===== config.mk =====
export PLATFORM = sky130hd
export DESIGN_NAME = job_dispatch_tracker_unit
export DESIGN_NICKNAME = d
export VERILOG_FILES = /design/src/rtl/jdt_pkg.sv /design/src/rtl/jdt_mod_unit.sv /design/src/rtl/jdt_slot_mem.sv /design/src/rtl/job_dispatch_tracker_unit.sv
export SDC_FILE = /design/constraint.sdc
export NUM_CORES = 2
export LEC_CHECK = 0
export BUFFER_PORTS_ARGS = -buffer_cell sky130_fd_sc_hd__clkbuf_2
export CORE_ASPECT_RATIO = 1.4
export CORE_MARGIN = 2
export CORE_UTILIZATION = 55
export CTS_CLUSTER_SIZE = 40
export DETAILED_ROUTE_END_ITERATION = 8
export PLACE_DENSITY = 0.71
export SETUP_SLACK_MARGIN = 0.3
export SKIP_LAST_GASP = 1
export SYNTH_ARGS = -nofsm -noshare
export SYNTH_HDL_FRONTEND = slang
export SYNTH_SLANG_ARGS = --single-unit
export TNS_END_PERCENT = 50

===== constraint.sdc =====
create_clock -name aclk -period 18 [get_ports aclk]
set_input_delay 1.8 -clock aclk [delete_from_list [all_inputs] [get_ports aclk]]
set_output_delay 1.8 -clock aclk [all_outputs]
set_load 0.02 [all_outputs]

===== src/rtl/jdt_pkg.sv =====
// ----------------------------------------------------------------------------
// jdt_pkg: shared types and constants of the job dispatch tracker
// Word layouts of both channels, the slot table entry, request codes and
// the configuration register map.
// ----------------------------------------------------------------------------
package jdt_pkg;

    localparam int JOB_W      = 16;
    localparam int WID_W      = 4;
    localparam int SIDX_W     = 6;
    localparam int WIU_W      = 5;
    localparam int LIM_W      = 7;
    localparam int COMP_W     = 16;
    localparam int CFG_DATA_W = 7;
    localparam int CFG_IDX_W  = 1;

    localparam logic [WIU_W-1:0]  WIU_RESET = 5'd16;
    localparam logic [LIM_W-1:0]  LIM_RESET = 7'd64;
    localparam logic [COMP_W-1:0] COMP_MAX  = 16'hFFFF;

    localparam logic [CFG_IDX_W-1:0] CFG_WORKERS_IN_USE = 1'd0;
    localparam logic [CFG_IDX_W-1:0] CFG_JOB_LIMIT      = 1'd1;

    typedef enum logic [1:0] {
        FUNC_START  = 2'd0,
        FUNC_FINISH = 2'd1,
        FUNC_QUERY  = 2'd2,
        FUNC_CLEAR  = 2'd3
    } func_t;

    typedef struct packed {
        func_t             func;
        logic [WID_W-1:0]  worker_index;
        logic [JOB_W-1:0]  job_number;
        logic [SIDX_W-1:0] slot_index;
    } jdt_in_t;

    typedef struct packed {
        logic [WID_W-1:0] free_worker;
        logic             free_found;
        logic             job_done;
        logic [JOB_W-1:0] slot_job;
        logic             slot_job_valid;
        logic             tasks_pending;
        logic             finish_matched;
        logic             bad_request;
    } jdt_out_t;

    // One slot: ready flag (busy otherwise), owning worker and job id.
    // An entry is only meaningful while its valid bit is set.
    typedef struct packed {
        logic             ready;
        logic [WID_W-1:0] worker;
        logic [JOB_W-1:0] job;
    } jdt_entry_t;

endpackage


===== src/rtl/jdt_mod_unit.sv =====
// ----------------------------------------------------------------------------
// jdt_mod_unit: bit-serial remainder unit
// Restoring remainder of a job id by the job limit, one dividend bit per
// cycle through a single compare-and-subtract stage.
// ----------------------------------------------------------------------------
module jdt_mod_unit (
    input  logic                        aclk,
    input  logic                        aresetn,
    input  logic                        start,
    input  logic [jdt_pkg::JOB_W-1:0]   dividend,
    input  logic [jdt_pkg::LIM_W-1:0]   divisor,
    output logic                        done,
    output logic [jdt_pkg::LIM_W-1:0]   remainder
);

    localparam int STEP_W = $clog2(jdt_pkg::JOB_W);

    logic                        run_reg;
    logic                        done_reg;
    logic [STEP_W-1:0]           step_reg;
    logic [jdt_pkg::JOB_W-1:0]   dvd_reg;
    logic [jdt_pkg::LIM_W-1:0]   dvs_reg;
    logic [jdt_pkg::LIM_W-1:0]   rem_reg;

    logic [jdt_pkg::LIM_W:0]     trial;
    logic [jdt_pkg::LIM_W:0]     dvs_ext;
    logic                        fits;
    logic [jdt_pkg::LIM_W-1:0]   rem_next;

    // Shift in the next dividend bit; subtract the divisor when it fits.
    assign trial    = {rem_reg, dvd_reg[jdt_pkg::JOB_W-1]};
    assign dvs_ext  = {1'b0, dvs_reg};
    assign fits     = (trial >= dvs_ext);
    assign rem_next = fits ? jdt_pkg::LIM_W'(trial - dvs_ext) : jdt_pkg::LIM_W'(trial);

    always_ff @(posedge aclk) begin
        if (!aresetn) begin
            run_reg  <= 1'b0;
            done_reg <= 1'b0;
        end else begin
            done_reg <= 1'b0;
            if (start) begin
                run_reg  <= 1'b1;
                step_reg <= '0;
                dvd_reg  <= dividend;
                dvs_reg  <= divisor;
                rem_reg  <= '0;
            end else if (run_reg) begin
                rem_reg  <= rem_next;
                dvd_reg  <= dvd_reg << 1;
                step_reg <= step_reg + STEP_W'(1);
                if (step_reg == STEP_W'(jdt_pkg::JOB_W - 1)) begin
                    run_reg  <= 1'b0;
                    done_reg <= 1'b1;
                end
            end
        end
    end

    assign done      = done_reg;
    assign remainder = rem_reg;

endmodule


===== src/rtl/jdt_slot_mem.sv =====
// ----------------------------------------------------------------------------
// jdt_slot_mem: job slot table
// One write and one registered read per cycle, with a valid bit per slot
// that reset and a table clear drop at once.
// ----------------------------------------------------------------------------
module jdt_slot_mem #(
    parameter  int DEPTH = 64,
    localparam int AW    = (DEPTH > 1) ? $clog2(DEPTH) : 1
) (
    input  logic                 aclk,
    input  logic                 aresetn,
    input  logic [AW-1:0]        rd_addr,
    output jdt_pkg::jdt_entry_t  rd_entry,
    output logic                 rd_valid,
    input  logic                 wr_en,
    input  logic [AW-1:0]        wr_addr,
    input  jdt_pkg::jdt_entry_t  wr_entry,
    input  logic                 clr_all
);

    jdt_pkg::jdt_entry_t mem [DEPTH];
    logic [DEPTH-1:0]    valid_reg;
    jdt_pkg::jdt_entry_t rd_entry_reg;
    logic                rd_valid_reg;

    always_ff @(posedge aclk) begin
        if (wr_en) begin
            mem[wr_addr] <= wr_entry;
        end
        rd_entry_reg <= mem[rd_addr];
    end

    always_ff @(posedge aclk) begin
        if (!aresetn) begin
            valid_reg    <= '0;
            rd_valid_reg <= 1'b0;
        end else begin
            rd_valid_reg <= valid_reg[rd_addr];
            if (clr_all) begin
                valid_reg <= '0;
            end else if (wr_en) begin
                valid_reg[wr_addr] <= 1'b1;
            end
        end
    end

    assign rd_entry = rd_entry_reg;
    assign rd_valid = rd_valid_reg;

endmodule


===== src/rtl/job_dispatch_tracker_unit.sv =====
// ----------------------------------------------------------------------------
// job_dispatch_tracker_unit: worker and job slot tracker
// Keeps a busy bit per worker and a table of job slots, applies start,
// finish, query and clear requests, and answers each with one status word.
// ----------------------------------------------------------------------------
// One request word is handled at a time. After the accept the request runs
// through the bit-serial remainder that maps the job id onto its slot (job
// id modulo the job limit, one step per job id bit, and a hand-over of the
// result), the read of the request's own slot, an update state, the read and
// capture of the reported slot, the worker scan (one busy bit per cycle, up
// to the lowest idle worker in use, or through all workers in use when none
// is idle), the output load and the idle state that takes the next request;
// the next request can be taken in the cycle after the output load. s_ready
// is high only while no request is in work; a finished status word waits in
// the output register and the next request may be taken meanwhile. If that
// register is still full when the next status word is done, the block holds
// it and stalls for as long as m_ready stays low.
// Configuration writes (workers_in_use, job_limit) take effect at once and
// must only be issued while no request is in flight; a job_limit write also
// clears the completion count. A job limit of 0 behaves as 1 and one above
// JOB_SLOTS as JOB_SLOTS; workers_in_use above WORKERS behaves as WORKERS.
// The slot table starts empty after reset with no clearing pass.
// ----------------------------------------------------------------------------
module job_dispatch_tracker_unit #(
    parameter int WORKERS   = 16,
    parameter int JOB_SLOTS = 64
) (
    input  logic                             aclk,
    input  logic                             aresetn,
    // request channel
    input  logic                             s_valid,
    output logic                             s_ready,
    input  jdt_pkg::jdt_in_t                 s_data,
    // status channel
    output logic                             m_valid,
    input  logic                             m_ready,
    output jdt_pkg::jdt_out_t                m_data,
    // configuration write port
    input  logic                             cfg_wr_en,
    input  logic [jdt_pkg::CFG_IDX_W-1:0]    cfg_index,
    input  logic [jdt_pkg::CFG_DATA_W-1:0]   cfg_wdata
);

    localparam int WIDX = (WORKERS > 1) ? $clog2(WORKERS) : 1;
    localparam int SIDX = (JOB_SLOTS > 1) ? $clog2(JOB_SLOTS) : 1;

    typedef enum logic [2:0] {
        S_IDLE,
        S_MOD,
        S_RD_JOB,
        S_UPDATE,
        S_RD_SLOT,
        S_SLOT,
        S_SCAN,
        S_OUT
    } state_t;

    state_t state_reg, state_next;

    // configuration and tracking state
    logic [jdt_pkg::WIU_W-1:0]  wiu_reg;
    logic [jdt_pkg::LIM_W-1:0]  lim_reg;
    logic [jdt_pkg::COMP_W-1:0] comp_reg;
    logic [WORKERS-1:0]         busy_reg;

    // request in work and its partial results
    jdt_pkg::jdt_in_t           req_reg;
    logic [SIDX-1:0]            slot_reg;
    logic                       done_reg;
    logic                       match_reg;
    logic                       bad_reg;
    logic [jdt_pkg::JOB_W-1:0]  sjob_reg;
    logic                       sjob_ok_reg;
    logic [jdt_pkg::WIU_W-1:0]  scan_reg;
    logic [jdt_pkg::WID_W-1:0]  fw_reg;
    logic                       found_reg;

    logic                       m_valid_reg;
    jdt_pkg::jdt_out_t          m_data_reg;

    // effective settings
    logic [jdt_pkg::WIU_W-1:0]  nw_eff;
    logic [jdt_pkg::LIM_W-1:0]  lim_eff;

    // remainder unit
    logic                       mod_start;
    logic                       mod_done;
    logic [jdt_pkg::LIM_W-1:0]  mod_rem;

    // slot table
    logic [SIDX-1:0]            rd_addr;
    jdt_pkg::jdt_entry_t        rd_entry;
    logic                       rd_valid;
    logic                       wr_en;
    jdt_pkg::jdt_entry_t        wr_entry;
    logic                       clr_all;

    // decode of the request in work
    logic                       is_sf;
    logic                       bad;
    logic                       ok_start;
    logic                       ok_finish;
    logic                       match;
    logic                       done_now;
    logic                       slot_in_range;
    logic                       scan_end;
    logic                       scan_idle;
    logic [WIDX-1:0]            wsel;

    // Clamp the registers to what the storage can hold.
    assign nw_eff  = (32'(wiu_reg) > WORKERS) ? jdt_pkg::WIU_W'(WORKERS) : wiu_reg;
    assign lim_eff = (lim_reg == '0) ? jdt_pkg::LIM_W'(1) :
                     (32'(lim_reg) > JOB_SLOTS) ? jdt_pkg::LIM_W'(JOB_SLOTS) : lim_reg;

    // Launch the slot remainder on the accept edge.
    assign mod_start = s_valid && s_ready;

    jdt_mod_unit u_mod (
        .aclk      (aclk),
        .aresetn   (aresetn),
        .start     (mod_start),
        .dividend  (s_data.job_number),
        .divisor   (lim_eff),
        .done      (mod_done),
        .remainder (mod_rem)
    );

    // Read the request's own slot first, then the reported slot after the
    // update has been written.
    assign rd_addr = (state_reg == S_RD_SLOT) ? SIDX'(req_reg.slot_index) : slot_reg;

    assign is_sf     = (req_reg.func == jdt_pkg::FUNC_START) ||
                       (req_reg.func == jdt_pkg::FUNC_FINISH);
    assign bad       = is_sf && ({1'b0, req_reg.worker_index} >= nw_eff);
    assign ok_start  = (req_reg.func == jdt_pkg::FUNC_START) && !bad;
    assign ok_finish = (req_reg.func == jdt_pkg::FUNC_FINISH) && !bad;
    assign match     = ok_finish && rd_valid &&
                       (rd_entry.job == req_reg.job_number) &&
                       (rd_entry.worker == req_reg.worker_index);
    assign wsel      = WIDX'(req_reg.worker_index);

    // A start rewrites the slot as busy; a matching finish marks it ready.
    assign wr_en          = (state_reg == S_UPDATE) && (ok_start || match);
    assign wr_entry.ready  = match;
    assign wr_entry.worker = req_reg.worker_index;
    assign wr_entry.job    = req_reg.job_number;
    assign clr_all        = (state_reg == S_UPDATE) && (req_reg.func == jdt_pkg::FUNC_CLEAR);

    // Ready state of the request's slot after the update.
    always_comb begin
        if (ok_start) begin
            done_now = 1'b0;
        end else if (match) begin
            done_now = 1'b1;
        end else if (req_reg.func == jdt_pkg::FUNC_CLEAR) begin
            done_now = 1'b0;
        end else begin
            done_now = rd_valid && rd_entry.ready;
        end
    end

    jdt_slot_mem #(
        .DEPTH (JOB_SLOTS)
    ) u_slots (
        .aclk     (aclk),
        .aresetn  (aresetn),
        .rd_addr  (rd_addr),
        .rd_entry (rd_entry),
        .rd_valid (rd_valid),
        .wr_en    (wr_en),
        .wr_addr  (slot_reg),
        .wr_entry (wr_entry),
        .clr_all  (clr_all)
    );

    assign slot_in_range = 32'(req_reg.slot_index) < JOB_SLOTS;

    // Worker scan: one busy bit per cycle, lowest index first.
    assign scan_end  = (scan_reg >= nw_eff);
    assign scan_idle = !busy_reg[WIDX'(scan_reg)];

    always_comb begin
        state_next = state_reg;
        unique case (state_reg)
            S_IDLE: begin
                if (s_valid) begin
                    state_next = S_MOD;
                end
            end
            S_MOD: begin
                if (mod_done) begin
                    state_next = S_RD_JOB;
                end
            end
            S_RD_JOB:  state_next = S_UPDATE;
            S_UPDATE:  state_next = S_RD_SLOT;
            S_RD_SLOT: state_next = S_SLOT;
            S_SLOT:    state_next = S_SCAN;
            S_SCAN: begin
                if (scan_end || scan_idle) begin
                    state_next = S_OUT;
                end
            end
            S_OUT: begin
                if (!m_valid_reg || m_ready) begin
                    state_next = S_IDLE;
                end
            end
            default: state_next = S_IDLE;
        endcase
    end

    always_ff @(posedge aclk) begin
        if (!aresetn) begin
            state_reg   <= S_IDLE;
            m_valid_reg <= 1'b0;
            wiu_reg     <= jdt_pkg::WIU_RESET;
            lim_reg     <= jdt_pkg::LIM_RESET;
            comp_reg    <= '0;
            busy_reg    <= '0;
        end else begin
            state_reg <= state_next;

            // Drop the status word once it is taken, unless S_OUT reloads it.
            if (m_valid_reg && m_ready && (state_reg != S_OUT)) begin
                m_valid_reg <= 1'b0;
            end

            unique case (state_reg)
                S_IDLE: begin
                    if (s_valid) begin
                        req_reg  <= s_data;
                        scan_reg <= '0;
                    end
                end
                S_MOD: begin
                    if (mod_done) begin
                        slot_reg <= SIDX'(mod_rem);
                    end
                end
                S_RD_JOB: begin
                end
                S_UPDATE: begin
                    if (ok_start) begin
                        busy_reg[wsel] <= 1'b1;
                    end
                    if (ok_finish) begin
                        busy_reg[wsel] <= 1'b0;
                    end
                    // Count a matching finish, saturating at the top.
                    if (match && (comp_reg != jdt_pkg::COMP_MAX)) begin
                        comp_reg <= comp_reg + jdt_pkg::COMP_W'(1);
                    end
                    done_reg  <= done_now;
                    match_reg <= match;
                    bad_reg   <= bad;
                end
                S_RD_SLOT: begin
                end
                S_SLOT: begin
                    sjob_ok_reg <= rd_valid && slot_in_range;
                    sjob_reg    <= (rd_valid && slot_in_range) ? rd_entry.job : '0;
                end
                S_SCAN: begin
                    if (scan_end) begin
                        found_reg <= 1'b0;
                        fw_reg    <= '0;
                    end else if (scan_idle) begin
                        found_reg <= 1'b1;
                        fw_reg    <= scan_reg[jdt_pkg::WID_W-1:0];
                    end else begin
                        scan_reg <= scan_reg + jdt_pkg::WIU_W'(1);
                    end
                end
                S_OUT: begin
                    // Load the status word once the output register is free.
                    if (!m_valid_reg || m_ready) begin
                        m_valid_reg               <= 1'b1;
                        m_data_reg.free_worker    <= fw_reg;
                        m_data_reg.free_found     <= found_reg;
                        m_data_reg.job_done       <= done_reg;
                        m_data_reg.slot_job       <= sjob_reg;
                        m_data_reg.slot_job_valid <= sjob_ok_reg;
                        m_data_reg.tasks_pending  <= (comp_reg != jdt_pkg::COMP_W'(lim_eff));
                        m_data_reg.finish_matched <= match_reg;
                        m_data_reg.bad_request    <= bad_reg;
                    end
                end
                default: begin
                end
            endcase

            // Configuration writes; a new job limit starts a fresh count.
            if (cfg_wr_en) begin
                unique case (cfg_index)
                    jdt_pkg::CFG_WORKERS_IN_USE: begin
                        wiu_reg <= cfg_wdata[jdt_pkg::WIU_W-1:0];
                    end
                    jdt_pkg::CFG_JOB_LIMIT: begin
                        lim_reg  <= cfg_wdata[jdt_pkg::LIM_W-1:0];
                        comp_reg <= '0;
                    end
                    default: begin
                    end
                endcase
            end
        end
    end

    assign s_ready = (state_reg == S_IDLE);
    assign m_valid = m_valid_reg;
    assign m_data  = m_data_reg;

    // The slot remainder always lands inside the effective job limit.
    a_mod_in_range: assert property (@(posedge aclk) disable iff (!aresetn)
        mod_done |-> (mod_rem < lim_eff))
        else $error("slot remainder not below job limit");

    // Outside configuration writes the completion count moves by at most one.
    a_comp_step: assert property (@(posedge aclk) disable iff (!aresetn)
        !cfg_wr_en |=> (comp_reg == $past(comp_reg)) ||
                       (comp_reg == $past(comp_reg) + jdt_pkg::COMP_W'(1)))
        else $error("completion count jumped");

    // A reported idle worker is one that takes part.
    a_free_in_use: assert property (@(posedge aclk) disable iff (!aresetn)
        (m_valid && m_data.free_found) |-> ({1'b0, m_data.free_worker} < nw_eff))
        else $error("free worker outside the workers in use");

    // A counted finish leaves its slot ready and was a legal request.
    a_match_done: assert property (@(posedge aclk) disable iff (!aresetn)
        (m_valid && m_data.finish_matched) |-> (m_data.job_done && !m_data.bad_request))
        else $error("matched finish without ready slot");

endmodule

==> results.json <==
{
  "fin_crit_sh": 0.3545,
  "rsz0062_at_grt": "no",
  "grt_pass1_wl_mm": 238.9,
  "crit_path_end_kind": "flop",
  "cts_hold_buf": 0,
  "syn_inst": 4142,
  "yosys-top-cells-area": "edfxtp_1 70%, mux2i_1 8.3%, dfxtp_1 4.3%, nand2_1 3.2%, nand3_1 1.7%",
  "drc": 0,
  "vias": 36920,
  "numPortBuffers": 68,
  "io_pins": 69,
  "cts.path.max_buffers": 3,
  "syn_avg_cell_area_sq_um": 15.19,
  "setup_viol": 0,
  "path_clk_slew_ns": 0.07,
  "multiInputGateArea_sq_um": 15440,
  "drt_iter0_markers": 3903,
  "report.final.slew_viol_count": 0,
  "ys_types": 70,
  "r2r_setup_slack_ns": 11.62,
  "hold_slack_ns": 0.4168,
  "fp.dieW_um": 289.8,
  "clock_latency_ns": 0.78,
  "die_h_um": 404.1,
  "leakage_nw": 23.60,
  "endpoint": "u_slots.rd_entry[1]",
  "core_sq_um": 113300,
  "nFillCells": 8149,
  "cts_setup_buffers": 0,
  "min_path_type": "flop to flop",
  "yosysWarningCount": 0,
  "antenna_left": 0,
  "yosysMostFrequentCell": "edfxtp_1",
  "clockRootBuffer": "clkbuf_16",
  "synthTopCellsByCount": "1468 x edfxtp_1, 530 x nand2_1, 524 x mux2i_1, 216 x nand3_1, 170 x o22ai_1",
  "drv_cap": 0,
  "synth_nets": 4203,
  "largest_reg_flops": 1344,
  "fmax_ghz": 0.1567,
  "initial_utilization": 0.5554,
  "place.detailed.hpwl_mm": 94.12,
  "arrival_ns": 7.04,
  "via_per_inst": 6.346,
  "r2r-end": "u_slots.rd_entry[1]",
  "synth_edf_count": 1468,
  "htree_num_levels": 4,
  "crit_fanout": 114,
  "critPathKind": "flop to flop",
  "p_per_area_nw_per_um2": 102.4,
  "grt_start_max_net_pins": 140,
  "min_period_ns": 6.382,
  "ir_worst_vdd_uv": 96.62,
  "slew_headroom": 0.1074,
  "yosys.area.top_type": "edfxtp_1",
  "antenna_found_initial": 8,
  "nets": 4280,
  "fin_skew_ns": 0.03031,
  "finalHoldViolations": 0,
  "reg2regPathDepth": 10,
  "fp-row-count": 146,
  "ys.flop_type": "edfxtp_1",
  "cts_tree": "yes",
  "drt_wl_total_mm": 165.5,
  "numCtsBuffers": 146,
  "post_drt_wl_per_cell_um": 28.45,
  "tightest_slew_ns": 1.325,
  "synth.top_cell.area_share": 0.7008,
  "synth_seq_cells": 1604,
  "cts_resized": 0,
  "timing.rr.start": "state_reg[1]",
  "cp-startpoint": "state_reg[1]",
  "grt.overflow.total": 0,
  "total_power_mw": 7.161,
  "cts.sinks": 1604,
  "gp_congestion": 0.8725,
  "grt_use_total": 0.2803,
  "worstPathRequired_ns": 18.66,
  "outcome": "finished clean",
  "async_flop_share": 0,
  "cp-start-kind": "flop",
  "drtPass1Iterations": 5,
  "grt_pass1_vias": 35870,
  "ys_seq_area_frac": 0.7441,
  "fin_tns_setup_ns": 0,
  "area_growth_syn_to_layout_pct": 11.13,
  "die_area_sq_um": 117100,
  "final_layout_size_suffix_gt1_frac": 0.1158,
  "seqCellArea_sq_um": 46800,
  "synth_area_sq_um": 62900
}
==> stage by stage <==
stage	setup slack, ns	area, sq um	util	std cells
CTS	11.56	69900	0.6172	5816
global route	11.31	69900	0.6172	5817
detailed placement	11.61	65320	0.5768	5551
floorplan	10.55	62900	-	4142
finish	11.62	69900	0.6172	5817
global placement	11.81	65320	0.5768	5551
==> critical path, stage by stage, from the launching register on <==
cell,delay [ns]
dfxtp_1,0.59
or3b_1,0.90
a21o_4,0.69
buf_12,0.57
buf_4,0.87
buf_4,0.89
mux2i_1,0.29
o22ai_1,0.11
o21ai_0,0.68
nand4_1,0.27
or2_1,0.29
==> cell type report <==
class,instances,area share
clock buffer,197,0.05735
multi-input combinational,2275,0.2209
timing repair buffer,174,0.01661
clock inverter,68,0.008091
inverter,18,0.0009666
tap,1480,0.02649
sequential,1604,0.6696
antenna,1,0.00003580
==> worst min path at each step <==
stage / from / to / cells past startpoint
finish: sjob_ok_reg / m_data[3] / 0
global route: fw_reg[2] / m_data[24] / 0
CTS: sjob_reg[10] / m_data[14] / 0
detailed placement: fw_reg[2] / m_data[24] / 0
global placement: fw_reg[1] / m_data[23] / 0
floorplan: bad_reg / m_data[0] / 0
==> cell families after synthesis <==
logic type,after synthesis,share of synthesized area
AND/OR/NAND/NOR,1135,0.08390
AO/OA/AOI/OAI,535,0.05651
multiplexers,550,0.08893
adder cells (fa/ha/maj),20,0.004098
buffers and inverters,263,0.01760
XOR/XNOR,35,0.004873
flip-flops,1604,0.7441
==> power by group <==
group / leakage, nW / switching (mW) / internal (mW) / total [mW]
combinational: 7.19 / 0.0745 / 0.0248 / 0.0993
clock: 2.22 / 1.34 / 1.66 / 3.00
sequential: 14.2 / 0.00861 / 4.05 / 4.06
total: 23.6 / 1.42 / 5.74 / 7.16
==> placed cells by master (no fill, tap or decap), drive strengths merged, types with 16 or more instances in the layout <==
master | netlist | layout
nand2b | 20 | 20
nand4 | 96 | 96
nand3 | 216 | 216
clkbuf | 137 | 265
inv | 18 | 33
dfxtp | 136 | 136
nand2 | 530 | 530
a21oi | 38 | 38
mux2i | 524 | 524
clkinv | 0 | 41
xor2 | 16 | 16
edfxtp | 1468 | 1468
a32oi | 44 | 44
nor2 | 109 | 109
o2111ai | 44 | 44
nor3 | 32 | 32
and2 | 26 | 26
o21a | 59 | 59
o21ai | 118 | 118
o22ai | 170 | 170
buf | 108 | 106
mux2 | 21 | 21
or2 | 24 | 24
ha | 19 | 19
nor4 | 18 | 18
xnor2 | 19 | 19
==> routing by layer <==
layer,GRT usage,up-vias,share of wire
met2,0.4830,1703,0.50
met3,0.04284,367,0.073
met5,0,-,0
met4,0.1538,0,0.058
li1,-,16130,-
met1,0.3410,18720,0.36
Power figures use the tool's default switching activity.
